File: src/rtl/hsv2rgb_pkg.sv
// ----------------------------------------------------------------------------
// hsv2rgb_pkg
// Shared types, constants and helpers of the HSV to RGB converter.
// ----------------------------------------------------------------------------
package hsv2rgb_pkg;

  // field widths of the pixel ports
  localparam int unsigned HueW    = 15;
  localparam int unsigned InW     = 8;
  localparam int unsigned OutW    = 8;
  localparam int unsigned FracW   = 12;
  localparam int unsigned SectorW = 3;

  // default level resolution and queue depth
  localparam int unsigned ChannelBitsDef = 8;
  localparam int unsigned FifoDepth      = 2;

  // register stages of one constant divider
  localparam int unsigned DivStages = 2;

  // hue units of one 60 degree sector, and the last legal hue
  localparam int unsigned     SectorUnits = 3840;
  localparam logic [HueW-1:0] HueLast     = 15'd23039;

  typedef struct packed {
    logic [HueW-1:0] hue;
    logic [InW-1:0]  saturation;
    logic [InW-1:0]  brightness;
  } hsv_pix_t;

  typedef struct packed {
    logic [OutW-1:0] red;
    logic [OutW-1:0] green;
    logic [OutW-1:0] blue;
  } rgb_pix_t;

  // the six hue sectors, named by the colors they span
  typedef enum logic [SectorW-1:0] {
    SEC_RY = 3'd0,
    SEC_YG = 3'd1,
    SEC_GC = 3'd2,
    SEC_CB = 3'd3,
    SEC_BM = 3'd4,
    SEC_MR = 3'd5
  } sector_e;

  // hue at the start of a sector
  function automatic logic [HueW-1:0] sector_base(sector_e sec);
    logic [HueW-1:0] base;
    case (sec)
      SEC_RY:  base = '0;
      SEC_YG:  base = HueW'(SectorUnits);
      SEC_GC:  base = HueW'(2 * SectorUnits);
      SEC_CB:  base = HueW'(3 * SectorUnits);
      SEC_BM:  base = HueW'(4 * SectorUnits);
      SEC_MR:  base = HueW'(5 * SectorUnits);
      default: base = '0;
    endcase
    return base;
  endfunction

  // sector of a clamped hue
  function automatic sector_e hue_sector(logic [HueW-1:0] h);
    sector_e sec;
    if (h >= HueW'(5 * SectorUnits)) begin
      sec = SEC_MR;
    end else if (h >= HueW'(4 * SectorUnits)) begin
      sec = SEC_BM;
    end else if (h >= HueW'(3 * SectorUnits)) begin
      sec = SEC_CB;
    end else if (h >= HueW'(2 * SectorUnits)) begin
      sec = SEC_GC;
    end else if (h >= HueW'(SectorUnits)) begin
      sec = SEC_YG;
    end else begin
      sec = SEC_RY;
    end
    return sec;
  endfunction

endpackage

File: src/rtl/hsv2rgb_front.sv
// ----------------------------------------------------------------------------
// hsv2rgb_front
// Accepts pixels, clamps the hue, splits it into sector and fraction and
// limits saturation and value to full scale. One register stage.
// ----------------------------------------------------------------------------
module hsv2rgb_front import hsv2rgb_pkg::*; #(
  parameter int unsigned ChannelBits = ChannelBitsDef
) (
  input  logic                   clk_i,
  input  logic                   rst_ni,
  input  logic                   in_valid_i,
  output logic                   in_ready_o,
  input  hsv_pix_t               in_pix_i,
  output logic                   out_valid_o,
  input  logic                   out_ready_i,
  output sector_e                out_sector_o,
  output logic [FracW-1:0]       out_frac_o,
  output logic [ChannelBits-1:0] out_sat_o,
  output logic [ChannelBits-1:0] out_val_o
);

  localparam int unsigned ExtW = ChannelBits + InW;
  localparam logic [ExtW-1:0] ChanMax = ExtW'((1 << ChannelBits) - 1);

  logic                   valid_q;
  logic                   take;
  logic [HueW-1:0]        hue_c;
  logic [HueW-1:0]        hue_off;
  sector_e                sec_d, sec_q;
  logic [FracW-1:0]       frac_d, frac_q;
  logic [ExtW-1:0]        sat_ext, val_ext;
  logic [ChannelBits-1:0] sat_d, sat_q, val_d, val_q;

  // clamp hue and split into sector and fraction
  always_comb begin
    hue_c   = (in_pix_i.hue > HueLast) ? HueLast : in_pix_i.hue;
    sec_d   = hue_sector(hue_c);
    hue_off = hue_c - sector_base(sec_d);
    frac_d  = hue_off[FracW-1:0];
  end

  // limit saturation and value to full scale
  always_comb begin
    sat_ext = ExtW'(in_pix_i.saturation);
    val_ext = ExtW'(in_pix_i.brightness);
    sat_d   = (sat_ext > ChanMax) ? ChanMax[ChannelBits-1:0] : sat_ext[ChannelBits-1:0];
    val_d   = (val_ext > ChanMax) ? ChanMax[ChannelBits-1:0] : val_ext[ChannelBits-1:0];
  end

  assign in_ready_o = !valid_q || out_ready_i;
  assign take       = in_valid_i && in_ready_o;

  // stage valid
  always_ff @(posedge clk_i or negedge rst_ni) begin
    if (!rst_ni) begin
      valid_q <= 1'b0;
    end else if (in_ready_o) begin
      valid_q <= in_valid_i;
    end
  end

  // stage payload
  always_ff @(posedge clk_i) begin
    if (take) begin
      sec_q  <= sec_d;
      frac_q <= frac_d;
      sat_q  <= sat_d;
      val_q  <= val_d;
    end
  end

  assign out_valid_o  = valid_q;
  assign out_sector_o = sec_q;
  assign out_frac_o   = frac_q;
  assign out_sat_o    = sat_q;
  assign out_val_o    = val_q;

endmodule

File: src/rtl/hsv2rgb_fifo.sv
// ----------------------------------------------------------------------------
// hsv2rgb_fifo
// Small queue between the front and the back, one beat in and one out
// per cycle; it takes a beat only when not full, gives one when not empty.
// ----------------------------------------------------------------------------
module hsv2rgb_fifo import hsv2rgb_pkg::*; #(
  parameter int unsigned Width = 32
) (
  input  logic             clk_i,
  input  logic             rst_ni,
  input  logic             in_valid_i,
  output logic             in_ready_o,
  input  logic [Width-1:0] in_data_i,
  output logic             out_valid_o,
  input  logic             out_ready_i,
  output logic [Width-1:0] out_data_o
);

  localparam int unsigned PtrW = (FifoDepth > 1) ? $clog2(FifoDepth) : 1;
  localparam int unsigned CntW = $clog2(FifoDepth + 1);

  logic [Width-1:0] mem_q [FifoDepth];
  logic [PtrW-1:0]  wr_ptr_q, rd_ptr_q;
  logic [CntW-1:0]  cnt_q;
  logic             push, pop;

  function automatic logic [PtrW-1:0] ptr_next(logic [PtrW-1:0] ptr);
    return (ptr == PtrW'(FifoDepth - 1)) ? '0 : ptr + PtrW'(1);
  endfunction

  assign in_ready_o  = cnt_q != CntW'(FifoDepth);
  assign out_valid_o = cnt_q != '0;
  assign out_data_o  = mem_q[rd_ptr_q];
  assign push        = in_valid_i && in_ready_o;
  assign pop         = out_valid_o && out_ready_i;

  // pointers and fill count
  always_ff @(posedge clk_i or negedge rst_ni) begin
    if (!rst_ni) begin
      wr_ptr_q <= '0;
      rd_ptr_q <= '0;
      cnt_q    <= '0;
    end else begin
      if (push) begin
        wr_ptr_q <= ptr_next(wr_ptr_q);
      end
      if (pop) begin
        rd_ptr_q <= ptr_next(rd_ptr_q);
      end
      if (push && !pop) begin
        cnt_q <= cnt_q + CntW'(1);
      end else if (pop && !push) begin
        cnt_q <= cnt_q - CntW'(1);
      end
    end
  end

  // storage
  always_ff @(posedge clk_i) begin
    if (push) begin
      mem_q[wr_ptr_q] <= in_data_i;
    end
  end

endmodule

File: src/rtl/hsv2rgb_cdiv.sv
// ----------------------------------------------------------------------------
// hsv2rgb_cdiv
// Truncating division by a constant through a multiply by its rounded-up
// reciprocal, in two register stages: partial products against the two
// halves of the reciprocal, then their sum. Exact for every dividend of
// NumW bits when the top bit of the divisor is set.
// ----------------------------------------------------------------------------
module hsv2rgb_cdiv #(
  parameter int unsigned          NumW    = 28,
  parameter int unsigned          DivW    = 20,
  parameter logic [DivW-1:0]      Divisor = '1,
  parameter int unsigned          QuotW   = 8
) (
  input  logic             clk_i,
  input  logic             en_i,
  input  logic [NumW-1:0]  num_i,
  output logic [QuotW-1:0] quo_o
);

  // scale of 2^(NumW+DivW) keeps the reciprocal error under one step
  localparam int unsigned     ShW     = NumW + DivW;
  localparam int unsigned     PowW    = ShW + 1;
  localparam int unsigned     RecW    = NumW + 2;
  localparam int unsigned     LoW     = RecW / 2;
  localparam int unsigned     HiW     = RecW - LoW;
  localparam int unsigned     LoPW    = NumW + LoW;
  localparam int unsigned     HiPW    = NumW + HiW;
  localparam int unsigned     PrdW    = NumW + RecW;
  localparam logic [ShW:0]    Pow     = PowW'(1) << ShW;
  localparam logic [ShW:0]    DivExt  = PowW'(Divisor);
  localparam logic [ShW:0]    RecFull = (Pow + DivExt - PowW'(1)) / DivExt;
  localparam logic [RecW-1:0] Rec     = RecFull[RecW-1:0];
  localparam logic [LoW-1:0]  RecLo   = Rec[LoW-1:0];
  localparam logic [HiW-1:0]  RecHi   = Rec[RecW-1:LoW];

  logic [LoPW-1:0]  lo_q;
  logic [HiPW-1:0]  hi_q;
  logic [PrdW-1:0]  prod;
  logic [QuotW-1:0] quo_q;

  // partial products against both reciprocal halves
  always_ff @(posedge clk_i) begin
    if (en_i) begin
      lo_q <= LoPW'(num_i) * LoPW'(RecLo);
      hi_q <= HiPW'(num_i) * HiPW'(RecHi);
    end
  end

  // recombine and keep the integer part
  assign prod = (PrdW'(hi_q) << LoW) + PrdW'(lo_q);

  always_ff @(posedge clk_i) begin
    if (en_i) begin
      quo_q <= prod[ShW +: QuotW];
    end
  end

  assign quo_o = quo_q;

endmodule

File: src/rtl/hsv2rgb_back.sv
// ----------------------------------------------------------------------------
// hsv2rgb_back
// Computes the three intermediate levels with exact truncating division,
// maps them to red, green and blue by sector and holds the result.
// ----------------------------------------------------------------------------
module hsv2rgb_back import hsv2rgb_pkg::*; #(
  parameter int unsigned ChannelBits = ChannelBitsDef
) (
  input  logic                   clk_i,
  input  logic                   rst_ni,
  input  logic                   in_valid_i,
  output logic                   in_ready_o,
  input  sector_e                in_sector_i,
  input  logic [FracW-1:0]       in_frac_i,
  input  logic [ChannelBits-1:0] in_sat_i,
  input  logic [ChannelBits-1:0] in_val_i,
  output logic                   out_valid_o,
  input  logic                   out_ready_i,
  output rgb_pix_t               out_pix_o,
  output logic                   busy_o
);

  localparam int unsigned CB    = ChannelBits;
  localparam int unsigned LvlW  = CB + FracW;
  localparam int unsigned NumQW = CB + LvlW;
  localparam int unsigned NumPW = 2 * CB;
  localparam int unsigned ExtW  = CB + OutW;
  localparam int unsigned Depth = DivStages + 2;

  localparam logic [CB-1:0]   ChanMax = '1;
  localparam logic [LvlW-1:0] Den     = LvlW'(SectorUnits) * LvlW'(ChanMax);

  logic             adv;
  logic [Depth-1:0] vld_q;
  logic             out_valid_q;
  rgb_pix_t         out_pix_q;
  rgb_pix_t         pix_d;

  // stage 0: saturation products
  logic [LvlW-1:0] sf, sg;
  sector_e         sec0_q;
  logic [CB-1:0]   v0_q, mp0_q;
  logic [LvlW-1:0] mq0_q, mt0_q;

  // stage 1: value products
  sector_e          sec1_q;
  logic [CB-1:0]    v1_q;
  logic [NumQW-1:0] nq1_q, nt1_q;
  logic [NumPW-1:0] np1_q;

  // sideband along the divider stages
  sector_e       sec_pipe_q [DivStages];
  logic [CB-1:0] v_pipe_q   [DivStages];

  logic [CB-1:0] lvl_p, lvl_q, lvl_t, lvl_v;

  function automatic logic [OutW-1:0] to_out(logic [CB-1:0] x);
    logic [ExtW-1:0] e;
    e = ExtW'(x);
    return e[OutW-1:0];
  endfunction

  // whole pipe moves unless the output beat is held
  assign adv        = !out_valid_q || out_ready_i;
  assign in_ready_o = adv;

  always_ff @(posedge clk_i or negedge rst_ni) begin
    if (!rst_ni) begin
      vld_q       <= '0;
      out_valid_q <= 1'b0;
    end else if (adv) begin
      vld_q       <= {vld_q[Depth-2:0], in_valid_i};
      out_valid_q <= vld_q[Depth-1];
    end
  end

  // s*f and s*(1-f) in hue units
  always_comb begin
    sf = LvlW'(in_sat_i) * LvlW'(in_frac_i);
    sg = LvlW'(in_sat_i) * LvlW'(FracW'(SectorUnits) - in_frac_i);
  end

  always_ff @(posedge clk_i) begin
    if (adv) begin
      sec0_q <= in_sector_i;
      v0_q   <= in_val_i;
      mp0_q  <= ChanMax - in_sat_i;
      mq0_q  <= Den - sf;
      mt0_q  <= Den - sg;
    end
  end

  // numerators of p, q and t
  always_ff @(posedge clk_i) begin
    if (adv) begin
      sec1_q <= sec0_q;
      v1_q   <= v0_q;
      nq1_q  <= NumQW'(v0_q) * NumQW'(mq0_q);
      nt1_q  <= NumQW'(v0_q) * NumQW'(mt0_q);
      np1_q  <= NumPW'(v0_q) * NumPW'(mp0_q);
    end
  end

  // one divider lane per level
  hsv2rgb_cdiv #(
    .NumW    (NumPW),
    .DivW    (CB),
    .Divisor (ChanMax),
    .QuotW   (CB)
  ) u_div_p (
    .clk_i (clk_i),
    .en_i  (adv),
    .num_i (np1_q),
    .quo_o (lvl_p)
  );

  hsv2rgb_cdiv #(
    .NumW    (NumQW),
    .DivW    (LvlW),
    .Divisor (Den),
    .QuotW   (CB)
  ) u_div_q (
    .clk_i (clk_i),
    .en_i  (adv),
    .num_i (nq1_q),
    .quo_o (lvl_q)
  );

  hsv2rgb_cdiv #(
    .NumW    (NumQW),
    .DivW    (LvlW),
    .Divisor (Den),
    .QuotW   (CB)
  ) u_div_t (
    .clk_i (clk_i),
    .en_i  (adv),
    .num_i (nt1_q),
    .quo_o (lvl_t)
  );

  // sector and value follow the dividers
  always_ff @(posedge clk_i) begin
    if (adv) begin
      sec_pipe_q[0] <= sec1_q;
      v_pipe_q[0]   <= v1_q;
      for (int k = 1; k < DivStages; k++) begin
        sec_pipe_q[k] <= sec_pipe_q[k-1];
        v_pipe_q[k]   <= v_pipe_q[k-1];
      end
    end
  end

  assign lvl_v = v_pipe_q[DivStages-1];

  // six-way channel assignment
  always_comb begin
    case (sec_pipe_q[DivStages-1])
      SEC_RY: pix_d = '{red: to_out(lvl_v), green: to_out(lvl_t), blue: to_out(lvl_p)};
      SEC_YG: pix_d = '{red: to_out(lvl_q), green: to_out(lvl_v), blue: to_out(lvl_p)};
      SEC_GC: pix_d = '{red: to_out(lvl_p), green: to_out(lvl_v), blue: to_out(lvl_t)};
      SEC_CB: pix_d = '{red: to_out(lvl_p), green: to_out(lvl_q), blue: to_out(lvl_v)};
      SEC_BM: pix_d = '{red: to_out(lvl_t), green: to_out(lvl_p), blue: to_out(lvl_v)};
      default: pix_d = '{red: to_out(lvl_v), green: to_out(lvl_p), blue: to_out(lvl_q)};
    endcase
  end

  // output register
  always_ff @(posedge clk_i) begin
    if (adv) begin
      out_pix_q <= pix_d;
    end
  end

  assign out_valid_o = out_valid_q;
  assign out_pix_o   = out_pix_q;
  assign busy_o      = (|vld_q) || out_valid_q;

endmodule

File: src/rtl/hsv_to_rgb_converter_core.sv
// ----------------------------------------------------------------------------
// hsv_to_rgb_converter_core
// HSV to RGB pixel converter with valid/ready streams on both sides.
// ----------------------------------------------------------------------------
// Takes one HSV pixel per clock while not stalled and returns one RGB
// pixel per pixel, in order. Hue is degrees times 64 (values at or above
// 360 degrees clamp to just below it); saturation and brightness are
// fractions of full scale 2^ChannelBits-1. Channels are exact truncated
// levels. The path from input beat to output beat runs through one front
// stage, the queue, two product stages, two stages in the reciprocal
// dividers and the output register. Throughput is one beat per clock
// while the output side takes beats; the queue lets the input side keep
// going while an output beat waits.
// ----------------------------------------------------------------------------
module hsv_to_rgb_converter_core import hsv2rgb_pkg::*; #(
  parameter int unsigned ChannelBits = ChannelBitsDef
) (
  input  logic     clk_i,
  input  logic     rst_ni,
  input  logic     in_valid_i,
  output logic     in_ready_o,
  input  hsv_pix_t in_pix_i,
  output logic     out_valid_o,
  input  logic     out_ready_i,
  output rgb_pix_t out_pix_o
);

  localparam int unsigned QWidth    = SectorW + FracW + 2 * ChannelBits;
  localparam int unsigned Capacity  = 1 + FifoDepth + DivStages + 3;
  localparam int unsigned InflightW = $clog2(Capacity + 1);

  logic                   fr_valid, fr_ready;
  sector_e                fr_sector;
  logic [FracW-1:0]       fr_frac;
  logic [ChannelBits-1:0] fr_sat, fr_val;
  logic                   bk_valid, bk_ready;
  logic [QWidth-1:0]      bk_data;
  logic                   back_busy;

  // front: clamp and classify
  hsv2rgb_front #(
    .ChannelBits (ChannelBits)
  ) u_front (
    .clk_i        (clk_i),
    .rst_ni       (rst_ni),
    .in_valid_i   (in_valid_i),
    .in_ready_o   (in_ready_o),
    .in_pix_i     (in_pix_i),
    .out_valid_o  (fr_valid),
    .out_ready_i  (fr_ready),
    .out_sector_o (fr_sector),
    .out_frac_o   (fr_frac),
    .out_sat_o    (fr_sat),
    .out_val_o    (fr_val)
  );

  // queue between front and back
  hsv2rgb_fifo #(
    .Width (QWidth)
  ) u_fifo (
    .clk_i       (clk_i),
    .rst_ni      (rst_ni),
    .in_valid_i  (fr_valid),
    .in_ready_o  (fr_ready),
    .in_data_i   ({fr_sector, fr_frac, fr_sat, fr_val}),
    .out_valid_o (bk_valid),
    .out_ready_i (bk_ready),
    .out_data_o  (bk_data)
  );

  // back: levels, division and channel mapping
  hsv2rgb_back #(
    .ChannelBits (ChannelBits)
  ) u_back (
    .clk_i       (clk_i),
    .rst_ni      (rst_ni),
    .in_valid_i  (bk_valid),
    .in_ready_o  (bk_ready),
    .in_sector_i (sector_e'(bk_data[QWidth-1 -: SectorW])),
    .in_frac_i   (bk_data[2*ChannelBits +: FracW]),
    .in_sat_i    (bk_data[ChannelBits +: ChannelBits]),
    .in_val_i    (bk_data[ChannelBits-1:0]),
    .out_valid_o (out_valid_o),
    .out_ready_i (out_ready_i),
    .out_pix_o   (out_pix_o),
    .busy_o      (back_busy)
  );

  // pixels in flight, for the checks below
  logic                 in_beat, out_beat;
  logic [InflightW-1:0] inflight_d, inflight_q;

  assign in_beat  = in_valid_i && in_ready_o;
  assign out_beat = out_valid_o && out_ready_i;

  always_comb begin
    case ({in_beat, out_beat})
      2'b10:   inflight_d = inflight_q + InflightW'(1);
      2'b01:   inflight_d = inflight_q - InflightW'(1);
      default: inflight_d = inflight_q;
    endcase
  end

  always_ff @(posedge clk_i or negedge rst_ni) begin
    if (!rst_ni) begin
      inflight_q <= '0;
    end else begin
      inflight_q <= inflight_d;
    end
  end

  // no output beat without a pixel inside
  a_no_phantom: assert property (@(posedge clk_i) disable iff (!rst_ni)
    out_valid_o |-> inflight_q != '0)
    else $error("output beat with no pixel in flight");

  // storage never holds more than its stages
  a_capacity: assert property (@(posedge clk_i) disable iff (!rst_ni)
    inflight_q <= InflightW'(Capacity))
    else $error("more pixels in flight than storage");

  // an output beat comes out of the back pipe
  a_from_pipe: assert property (@(posedge clk_i) disable iff (!rst_ni)
    $rose(out_valid_o) |-> $past(back_busy))
    else $error("output beat appeared from an empty pipe");

  // empty block means an idle back pipe
  a_idle: assert property (@(posedge clk_i) disable iff (!rst_ni)
    (inflight_q == '0) |-> !back_busy)
    else $error("back pipe busy with nothing in flight");

endmodule
File: config.mk
export PLATFORM = sky130hd
export DESIGN_NAME = hsv_to_rgb_converter_core
export DESIGN_NICKNAME = d
export VERILOG_FILES = /design/src/rtl/hsv2rgb_pkg.sv /design/src/rtl/hsv2rgb_front.sv /design/src/rtl/hsv2rgb_fifo.sv /design/src/rtl/hsv2rgb_cdiv.sv /design/src/rtl/hsv2rgb_back.sv /design/src/rtl/hsv_to_rgb_converter_core.sv
export SDC_FILE = /design/constraint.sdc
export NUM_CORES = 2
export LEC_CHECK = 0
export BUFFER_PORTS_ARGS = -buffer_cell sky130_fd_sc_hd__buf_2
export CELL_PAD_IN_SITES_DETAIL_PLACEMENT = 2
export CELL_PAD_IN_SITES_GLOBAL_PLACEMENT = 2
export CORE_AREA = 3 3 377 379
export CTS_CLUSTER_SIZE = 25
export DETAILED_ROUTE_END_ITERATION = 7
export DIE_AREA = 0 0 380 382
export GPL_TIMING_DRIVEN = 0
export PLACE_DENSITY_LB_ADDON = 0.1
export SYNTH_ARGS = -nofsm -noshare
export SYNTH_HDL_FRONTEND = slang
export SYNTH_SLANG_ARGS = --single-unit
File: constraint.sdc
create_clock -name clk_i -period 17.9 [get_ports clk_i]
set_input_delay 0.895 -clock clk_i [delete_from_list [all_inputs] [get_ports clk_i]]
set_output_delay 0.895 -clock clk_i [all_outputs]
set_load 0.005 [all_outputs]
==> impl_metrics.toml <==
[run_status]
outcome = "finished, final reports clean"

[clocking]
cts_sinks = 465
cts_buffer_depth = 3
cts_resized = 0
cts_buffers = 60
root_buffer = "clkbuf_16"
post-cts-setup-buffer-count = 0
worst_skew_pair.late_latency_ps = 680
clk_pin_slew_ps = 70
cts_tree = "done"
holdBufCountCts = 0
cts.htree.levels = 2

[detailed_routing]
viasPerCell = 5.12
first_pass_iters = 5
antenna_left = 0
via_count = 37700
post_drt_wl_per_cell_um = 21.9
routed_wl_um = 161000
drt_iter0_markers = 1457
drc = 0

[yosys]
postSynthCellCount = 5309
synth.most_common_cell = "inv_1"
ys_ff_latch = 465
ys_seq_area_share_pct = 25.1
synth-main-ff-cell = "edfxtp_1"
yosys-top-cells-count = "1142 x inv_1, 867 x ha_1, 683 x fa_1"
yosys.area.top_type_share_pct = 24.6
synth_cell_types = 73
yosysTopAreaCell = "fa_1"
syn_area_per_cell_um2 = 10.5
synth-warning-count = 0
syn_nets = 6894
synth_edf_count = 455
async_reset_ff_share_pct = 2.15
syn_area_mm2 = 0.0555
netlist_top_cells_area = "fa_1 25%, edfxtp_1 25%, ha_1 20%"

[setup_path]
crit_type = "reg -> reg"
cp_top_family = "buffers and inverters"
crit_arrival_ps = 8780
worst_setup_path_start_kind = "flip-flop"
endpoint_kind = "flip-flop"
critical_path_required_ps = 18310
cp_slowest_cell = "buf_1"
timing.critical_path.cells = "buf_2, buf_1, buf_1, mux2_2, clkinv_1, buf_1, nor2_1, fa_1, inv_1, fa_1, inv_1, fa_1, inv_1, fa_1, ha_1, inv_1, a21oi_1, o21ai_1, a21oi_1, a41o_1, o41ai_1, o21ai_1, a311o_1"
path_buf_inv = 9
path_max_fanout = 10
max_stage_delay_ps = 720

[hold_path]
worstHoldPathType = "in -> async"

[floorplan]
core_mm2 = 0.139
die_y_um = 382
fp-row-count = 137
ios = 61
die_w_um = 380
die-area_mm2 = 0.145
start_util_pct = 39.9

[final_layout]
final_nets = 7023
nFillCells = 14800
drive_gt1_share_pct = 4.05
stdcell_count = 7366
area_growth_pct = 8.74

[global_routing]
first_global_vias = 43500
use_met2_pct = 38.8
use_met3_pct = 2.36
grt_use_met1_pct = 30.6
grt.total_usage_pct = 22.7
antenna_found_initial = 4
grt_overflow = 0
top_usage_layer = "met2"
grt_first_pass_wirelength_um = 255000
grt_max_degree = 67

[sta]
setup_viol = 0
period_needed_ps = 8370
hold_viol = 0
finClkSkew_ps = 21.5
post-route-period-util_pct = 46.8
rsz0062_at_grt = "no"
tns_ps = 0
worst_slew_pin_slew_ps = 1130
fmax_ghz = 0.119
relSlewSlack_pct = 24.3
finalMaxSlewViolations = 0

[placement]
dpl.hpwl_um = 133000
io_buffers = 60
gp_congestion = 0.812
dp_cells = 7252

[flow_run]
cap_violations = 0
[cell usage in the layout (no fill, tap or decap), types with 9 or more instances in the layout]
cell type	n
mux2i_1	35
xnor2_1	193
nor2_1	263
nand3_1	44
and2_1	219
clkbuf_1	80
clkbuf_16	60
a221o_1	11
o21bai_1	16
o21ai_1	29
and3_1	26
nor3_1	36
or3_1	10
mux2_2	38
fa_1	683
dfrtp_1	10
a21oi_1	175
buf_2	61
nand2b_1	40
o31ai_1	9
edfxtp_1	455
o21ai_0	75
nand4_1	19
a31oi_1	15
nor2b_1	42
clkinv_2	12
ha_1	867
inv_1	1142
a21o_1	122
o2111ai_1	9
o21a_1	21
nand2_1	381
o211ai_1	9
xor2_1	90
buf_1	13
a211oi_1	16
[layer usage]
layer	vias to the layer above	share of wire, %
li1	17500	-
met1	19600	46
met5	-	0.0081
met2	433	48
met3	183	3.0
met4	2	3.1
[area by class of cell]
class | count | area, µm² | area share [%]
antenna | 4 | 10.0 | 0.0166
buffer | 84 | 320 | 0.530
clock buffer | 71 | 1540 | 2.55
clock inverter | 39 | 455 | 0.754
inverter | 1144 | 4290 | 7.11
multi-input combinational | 3616 | 37000 | 61.3
sequential | 465 | 13900 | 23.0
tap | 1876 | 2350 | 3.89
timing repair buffer | 67 | 485 | 0.804
[metrics by stage]
stage / hold slack, ps / util, % / worst slack [ps] / area, µm²
2_1_floorplan: 400 / - / 3470 / 55500
3_3_place_gp: 406 / 41.8 / -2760 / 58200
3_5_place_dp: 408 / 41.9 / 9410 / 58400
4_1_cts: 26.8 / 43.4 / 9370 / 60400
5_1_grt: 54.8 / 43.4 / 8910 / 60400
6_report: 73.1 / 43.4 / 9530 / 60400
[sequential cells by signal, summed over array words and instances, names as in the netlist, 12 cells and up]
signal	cells
u_back.mq0_q	19
u_back.mt0_q	20
u_back.np1_q	16
u_back.nq1_q	27
u_back.nt1_q	28
u_back.out_pix_o	24
u_back.u_div_p.hi_q	16
u_back.u_div_q.hi_q	39
u_back.u_div_q.lo_q	25
u_back.u_div_t.hi_q	38
u_back.u_div_t.lo_q	25
u_back.v_pipe_q	16
u_fifo.mem_q	62
u_front.out_frac_o	12
[worst paths after layout]
path / startpoint / endpoint / slack [ps] / depth (start not counted)
max: u_fifo.rd_ptr_q / u_back.mq0_q[19] / 9530 / 23
max in group asynchronous: rst_ni / u_back.vld_q[3] / 17620 / 1
min: rst_ni / u_fifo.cnt_q[0] / 70 / 1
min reg2reg: u_back.sec_pipe_q[0][0] / u_back.sec_pipe_q[0][3] / 420 / 0
max reg2reg: u_fifo.rd_ptr_q / u_back.mq0_q[19] / 9530 / 23
min in group clk_i: in_pix_i[5] / u_front.out_val_o[5] / 390 / 1
[cell families (layout without fill, tap and decap cells)]
family / after synthesis / after routing / share of synthesized area, %
adders and majority gates: 1550 / 1550 / 44.2
other: 0 / 4 / 0
DFF: 465 / 465 / 25.1
buffers and inverters: 1228 / 1405 / 8.30
and+or+nand+nor: 1120 / 1120 / 9.61
AOI/OAI and AO/OA: 590 / 590 / 7.00
muxes: 73 / 73 / 1.40
xor gates and xnor gates: 283 / 283 / 4.46
Power is left out: the tool's default activity adds up to more than one toggle a clock period on the data nets, which glitch-free logic cannot reach.
